===== config.mk =====
export PLATFORM = sky130hd
export DESIGN_NAME = pkc_mac
export DESIGN_NICKNAME = d
export VERILOG_FILES = /design/src/hdl/pkc_pkg.sv /design/src/hdl/pkc_mac.sv
export SDC_FILE = /design/constraint.sdc
export NUM_CORES = 2
export LEC_CHECK = 0
export BUFFER_PORTS_ARGS = -buffer_cell sky130_fd_sc_hd__buf_4
export CAP_MARGIN = 20
export CORE_ASPECT_RATIO = 1.25
export CORE_MARGIN = 3
export CORE_UTILIZATION = 30
export DETAILED_ROUTE_END_ITERATION = 8
export SKIP_CTS_REPAIR_TIMING = 1
export SLEW_MARGIN = 15
export SYNTH_ARGS = -nofsm -noshare
export SYNTH_HDL_FRONTEND = slang
export SYNTH_SLANG_ARGS = --single-unit

===== constraint.sdc =====
create_clock -name clk -period 7.74 [get_ports clk]
set_clock_uncertainty 0.05 [all_clocks]
set_input_delay 1.161 -clock clk [delete_from_list [all_inputs] [get_ports clk]]
set_output_delay 1.161 -clock clk [all_outputs]
set_load 0.01 [all_outputs]

===== src/hdl/pkc_pkg.sv =====
// ----------------------------------------------------------------------------
// pkc_pkg - shared types and constants for the kernel convolution block
// Field widths, command and register codes, sequencer states, MAC control.
// ----------------------------------------------------------------------------
package pkc_pkg;

  localparam int MAX_WIDTH_DEF  = 1024;
  localparam int MAX_KERNEL_DEF = 9;

  localparam int CMD_W    = 2;
  localparam int IDX_W    = 7;
  localparam int COEFF_W  = 24;
  localparam int SAMPLE_W = 8;
  localparam int WORD_W   = 3 * SAMPLE_W;
  localparam int RES_W    = 16;
  localparam int FRAC_W   = 16;
  localparam int PROD_W   = COEFF_W + SAMPLE_W + 1;
  localparam int KSZ_W    = 4;
  localparam int HGT_W    = 16;
  localparam int WID_W    = 11;
  localparam int ROW_W    = HGT_W + 1;   // rows run a few past the image on drain
  localparam int CFG_IDX_W = 2;
  localparam int CFG_DAT_W = 16;

  localparam int SAT_MAX = 32767;
  localparam int SAT_MIN = -32768;

  typedef enum logic [CMD_W-1:0] {
    CMD_LOAD  = 2'd0,
    CMD_PIXEL = 2'd1,
    CMD_DRAIN = 2'd2,
    CMD_NONE  = 2'd3
  } cmd_t;

  typedef enum logic [CFG_IDX_W-1:0] {
    CFG_WIDTH  = 2'd0,
    CFG_HEIGHT = 2'd1,
    CFG_KSIZE  = 2'd2,
    CFG_COLOUR = 2'd3
  } cfg_idx_t;

  typedef enum logic [2:0] {
    S_IDLE,
    S_WRITE,
    S_DUE,
    S_CHK,
    S_TAP,
    S_FLUSH,
    S_SAT
  } state_t;

  typedef struct packed {
    logic clear;   // zero the accumulators
    logic valid;   // tap data on coef/word is live
  } mac_ctl_t;

endpackage


===== src/hdl/pkc_mac.sv =====
// ----------------------------------------------------------------------------
// pkc_mac - shared three-channel multiply-accumulate unit
// One tap per cycle: registered products, then accumulate; saturating output.
// ----------------------------------------------------------------------------
module pkc_mac #(
  parameter int ACC_W = 40
) (
  input  logic                                 clk,
  input  logic                                 rst_n,
  input  pkc_pkg::mac_ctl_t                    ctl,
  input  logic signed [pkc_pkg::COEFF_W-1:0]   coef,
  input  logic        [pkc_pkg::WORD_W-1:0]    word,
  output logic        [3*pkc_pkg::RES_W-1:0]   res
);

  logic signed [pkc_pkg::PROD_W-1:0] prod_r [3];
  logic signed [ACC_W-1:0]           acc_r  [3];
  logic signed [ACC_W-1:0]           adj    [3];
  logic signed [ACC_W-1:0]           quo    [3];
  logic                              v2_r;

  always_ff @(posedge clk) begin
    if (!rst_n) begin
      v2_r <= 1'b0;
    end else begin
      v2_r <= ctl.valid;
    end
  end

  always_ff @(posedge clk) begin
    for (int c = 0; c < 3; c++) begin
      prod_r[c] <= coef * $signed({1'b0, word[c*pkc_pkg::SAMPLE_W +: pkc_pkg::SAMPLE_W]});
      if (ctl.clear) begin
        acc_r[c] <= '0;
      end else if (v2_r) begin
        acc_r[c] <= acc_r[c] + ACC_W'(prod_r[c]);
      end
    end
  end

  // divide by 2^16 toward zero, then clamp
  always_comb begin
    for (int c = 0; c < 3; c++) begin
      adj[c] = acc_r[c] + (acc_r[c][ACC_W-1] ? ACC_W'((1 << pkc_pkg::FRAC_W) - 1) : '0);
      quo[c] = adj[c] >>> pkc_pkg::FRAC_W;
      if (quo[c] > pkc_pkg::SAT_MAX) begin
        res[c*pkc_pkg::RES_W +: pkc_pkg::RES_W] = pkc_pkg::RES_W'(pkc_pkg::SAT_MAX);
      end else if (quo[c] < pkc_pkg::SAT_MIN) begin
        res[c*pkc_pkg::RES_W +: pkc_pkg::RES_W] = pkc_pkg::RES_W'(pkc_pkg::SAT_MIN);
      end else begin
        res[c*pkc_pkg::RES_W +: pkc_pkg::RES_W] = quo[c][pkc_pkg::RES_W-1:0];
      end
    end
  end

endmodule


* Word-level counts from Yosys, hierarchy flattened *
Memories as Yosys holds them, arrays and structs flattened.
Index checks and enable logic that the tools add are counted.

storage, ports and cells
  memories = 2
  output and inout port bits = 48
  bits in writable memories = 219
  register bits after elaboration = 1
  logic and storage cells = 38
  input bits = 52

memories
  name    words  width  rd ports  clocked after Yosys merged registers in  write ports  RTL line       RTL
  acc_r   3      40     3         0                                        3            pkc_mac.sv:17  logic signed [ACC_W-1:0] acc_r [3];
  prod_r  3      33     3         0                                        3            pkc_mac.sv:16  logic signed [pkc_pkg::PROD_W-1:0] prod_r [3];

operators by class
  multiplexer cells = 17
  multipliers = 3
  add/sub/neg operators = 6
  $lt $le $gt $ge = 6
  bitwise gates (word level) = 3

operators with widths
  cell                    number
  $mux W16                9
  $add A40 B16 Y40        3
  $add A40 B33 Y40        3
  $mux W40                3
  $mul A24 B9 Y33         3
  $gt A24 B16 Y1 const B  3
  $lt A24 B16 Y1 const B  3
  $mux W1                 5
  $or A1 B1 Y1            3

* Logic depth before layout (Yosys ltp) *
  depth after elaboration = 5
  gate-level depth with buffers = 21
  mapped depth without buffers = 20

* Worst setup path before layout *
OpenSTA, ideal clock, no wires.

  path kind = input-to-reg
  from = in word[8] in the netlist's numbering
  to = mem prod_r[0][64] in the netlist's numbering
  data arrival time = 5.880 ns
  stages on the path = 20
  path buffers = 1
  required time = 7.618 ns
  library setup time = 0.072 ns
  slack = 1.738 ns
  cell sequence = clkbuf_1 -> nand2_1 -> fa_1 -> inv_1 -> fa_1 -> fa_1 -> inv_1 -> fa_1 -> inv_1 -> ha_1 -> o21a_1 -> o21ai_0 -> nor3_1 -> a221o_1 -> nand3_1 -> a21oi_1 -> a2111o_1 -> a21o_1 -> a21oi_1 -> xnor2_1

RTL lines
  what                RTL line       RTL
  start: declaration  pkc_mac.sv:12  input logic [pkc_pkg::WORD_W-1:0] word,
  end: declaration    pkc_mac.sv:16

==> results.yml <==
worst_setup_path:
  endpoint_kind: "register"
  critPathKind: "in -> reg"
  crit_required_ps: 8170
  crit_fanout: 24
  crit_arrival_ps: 6270
  start_kind: "input port"
sta:
  hold_ws_ps: 576.1
  report.final.slew_viol_count: 0
  relSlewSlack_pct: 41.38
  setup_ws_ps: 1899
  worst_pin_slew_ps: 879.2
  rsz0062_at_grt: "false"
  final_hold_viol_count: 0
  fin_tns_setup_ps: 0
  min_period_ps: 5841
  fmax_mhz: 171.2
  finalSetupViolations: 0
  period_share_pct: 75.47
pwr:
  max-vdd-ir-drop_mv: 0.1681
  power.leakage_uw: 0.01846
  totalPowerFinal_uw: 12260
  power_density_mw_per_mm2: 328.6
clocking:
  worstSkewPairLatency_ps: 570
  clkTransAtPathRegs_ps: 70
  htreeDepth: 1
  cts_made_buffers: 26
  root_buffer: "clkbuf_16"
  clock-sinks: 220
  cts_tree: "built"
  cts_buffer_depth: 3
routing:
  drc: 0
  firstDrtPassIters: 5
  vias: 25853
  avgViaCountPerCell: 4.793
  antenna_left: 0
  wl_um: 82480
  drtIter0Drc: 1191
  routedWlPerCell_um: 15.29
logic_synthesis:
  yosysMostFrequentCell: "inv_1"
  yosys-top-cells-area: "fa_1 26%, ha_1 13%, edfxtp_1 11%"
  ys_ff_latch: 220
  synth_edf_count: 120
  syn_area_mm2: 0.03428
  synth.net_count: 4757
  synth_cell_types: 95
  synth_mux_area_share_pct: 0.1752
  synth-simple-area-share_pct: 16.94
  synth_top_family_by_area: "adder cells"
  seq_area_frac_synth_pct: 16.35
  syn-instance-count: 3892
  yosysTopAreaCell: "fa_1"
  yosysWarningCount: 0
  synth_fa_ha_area_share_pct: 39.60
  synth_xor_area_share_pct: 5.621
  syn_avg_cell_area_um2: 8.808
  synth_top_area_share_pct: 26.46
  synthFlopType: "edfxtp_1"
  ys_top_cells_by_count: "691 x inv_1, 453 x fa_1, 418 x nand2_1"
  async_reset_ff_share_pct: 0
  synth_compound_gate_area_share_pct: 12.28
floorplan:
  core_mm2: 0.1133
  die_area_mm2: 0.1184
  initial_core_util_pct: 30.26
  die_h_um: 383.9
  ios: 100
  row_count: 138
  die_width_um: 308.3
placement:
  place_hpwl_um: 65100
  place.gp.congestion: 0.8337
  pre_cts_slack_ps: 1300
  place_inst: 5342
  numPortBuffers: 99
hold_path:
  holdCritPathClass: "reg -> reg"
grt:
  grt_first_pass_wirelength_um: 137700
  antenna_found_initial: 11
  grt_pass1_vias: 27342
  track_usage_pct: 14.12
  grt_max_degree: 50
  grt-ovfl-total: 0
layout:
  drive_gt1_share_pct: 5.051
  final_nets: 4765
  areaGrowthSynthToFinish_pct: 8.822
  nFillCells: 11784
  final_cells: 5394
outcome:
  outcome: "finished clean"
flow_run:
  max-cap-violations: 0
per-stage QoR:
step | instance area (µm²) | utilization (%)
floorplan | 34280 | -
global placement | 36420 | 32.15
detailed placement | 36420 | 32.15
CTS | 37290 | 32.92
global route | 37300 | 32.93
finish | 37300 | 32.93
logic make-up (layout without fill, tap and decap cells):
| logic type | after synthesis | in the layout |
|---|---|---|
| and+or+nand+nor | 1183 | 1183 |
| buffers and inverters | 817 | 845 |
| adders and majority gates | 813 | 813 |
| AOI/OAI and AO/OA | 633 | 633 |
| xor gates and xnor gates | 220 | 220 |
| DFF | 220 | 220 |
| muxes | 6 | 6 |
| other | 0 | 4 |
registers in the layout (all words and copies together) (netlist names):
signal / count
v2_r: 1
acc_r: 120
prod_r: 99
metal layers:
layer	up-vias	GRT usage [%]	wire length, µm
met5	-	0	77
met2	372	25.86	41550
met1	12792	17.57	35860
met4	14	3.521	1749
met3	96	1.582	3246
li1	12579	-	-
final cells by class:
class	instances	area (µm²)	share of cell area, %
antenna	4	10.01	0.02683
multi-input combinational	2855	25590	68.59
inverter	691	2594	6.953
sequential	220	5605	15.03
tap	1470	1839	4.931
clock buffer	33	749.5	2.009
clock inverter	15	122.6	0.3287
timing repair buffer	106	795.8	2.133
report_power, final:
| group | switching [µW] | total (µW) | internal [µW] | leakage [µW] |
|---|---|---|---|---|
| registers | 255 | 1970 | 1720 | 0.00212 |
| clock network | 547 | 1250 | 699 | 0.000434 |
| logic | 5080 | 9040 | 3960 | 0.0159 |
| total | 5880 | 12300 | 6380 | 0.0185 |
placed cells by master, fill, tap and decap left out, types with 20 or more instances in the layout:
| master | count |
|---|---|
| and2_1 | 299 |
| inv_1 | 691 |
| a21o_1 | 109 |
| edfxtp_1 | 120 |
| nand2b_1 | 20 |
| and3_1 | 30 |
| a21oi_1 | 203 |
| dfxtp_1 | 100 |
| nor2b_1 | 23 |
| clkbuf_16 | 28 |
| o21ai_0 | 90 |
| ha_1 | 360 |
| o21bai_1 | 33 |
| nand3_1 | 49 |
| a31oi_1 | 25 |
| nor2_1 | 209 |
| o21a_1 | 33 |
| nand2_1 | 418 |
| nor3_1 | 43 |
| fa_1 | 453 |
| xnor2_1 | 137 |
| nand4_1 | 31 |
| buf_4 | 106 |
| xor2_1 | 83 |
final timing paths:
kind	from	endpoint	slack (ps)	cells after the start
min	prod_r[0][0]	acc_r[0][0]	580	2
max	coef[7]	prod_r[0][29]	1900	20
max reg2reg	acc_r[0][0]	acc_r[0][38]	4250	13
min reg2reg	prod_r[0][0]	acc_r[0][0]	580	2
critical path, stage by stage:
cell	delay, ps
buf_4	280
nand2_1	130
fa_1	550
inv_1	50
fa_1	500
inv_1	60
fa_1	490
fa_1	490
inv_1	40
ha_1	320
o21ai_0	130
o21ai_0	320
a31oi_1	160
nand3b_1	220
a31o_2	280
a311oi_1	440
a221oi_1	200
o21bai_1	180
a21oi_1	100
xnor2_1	130
Power figures use the tool's default switching activity.
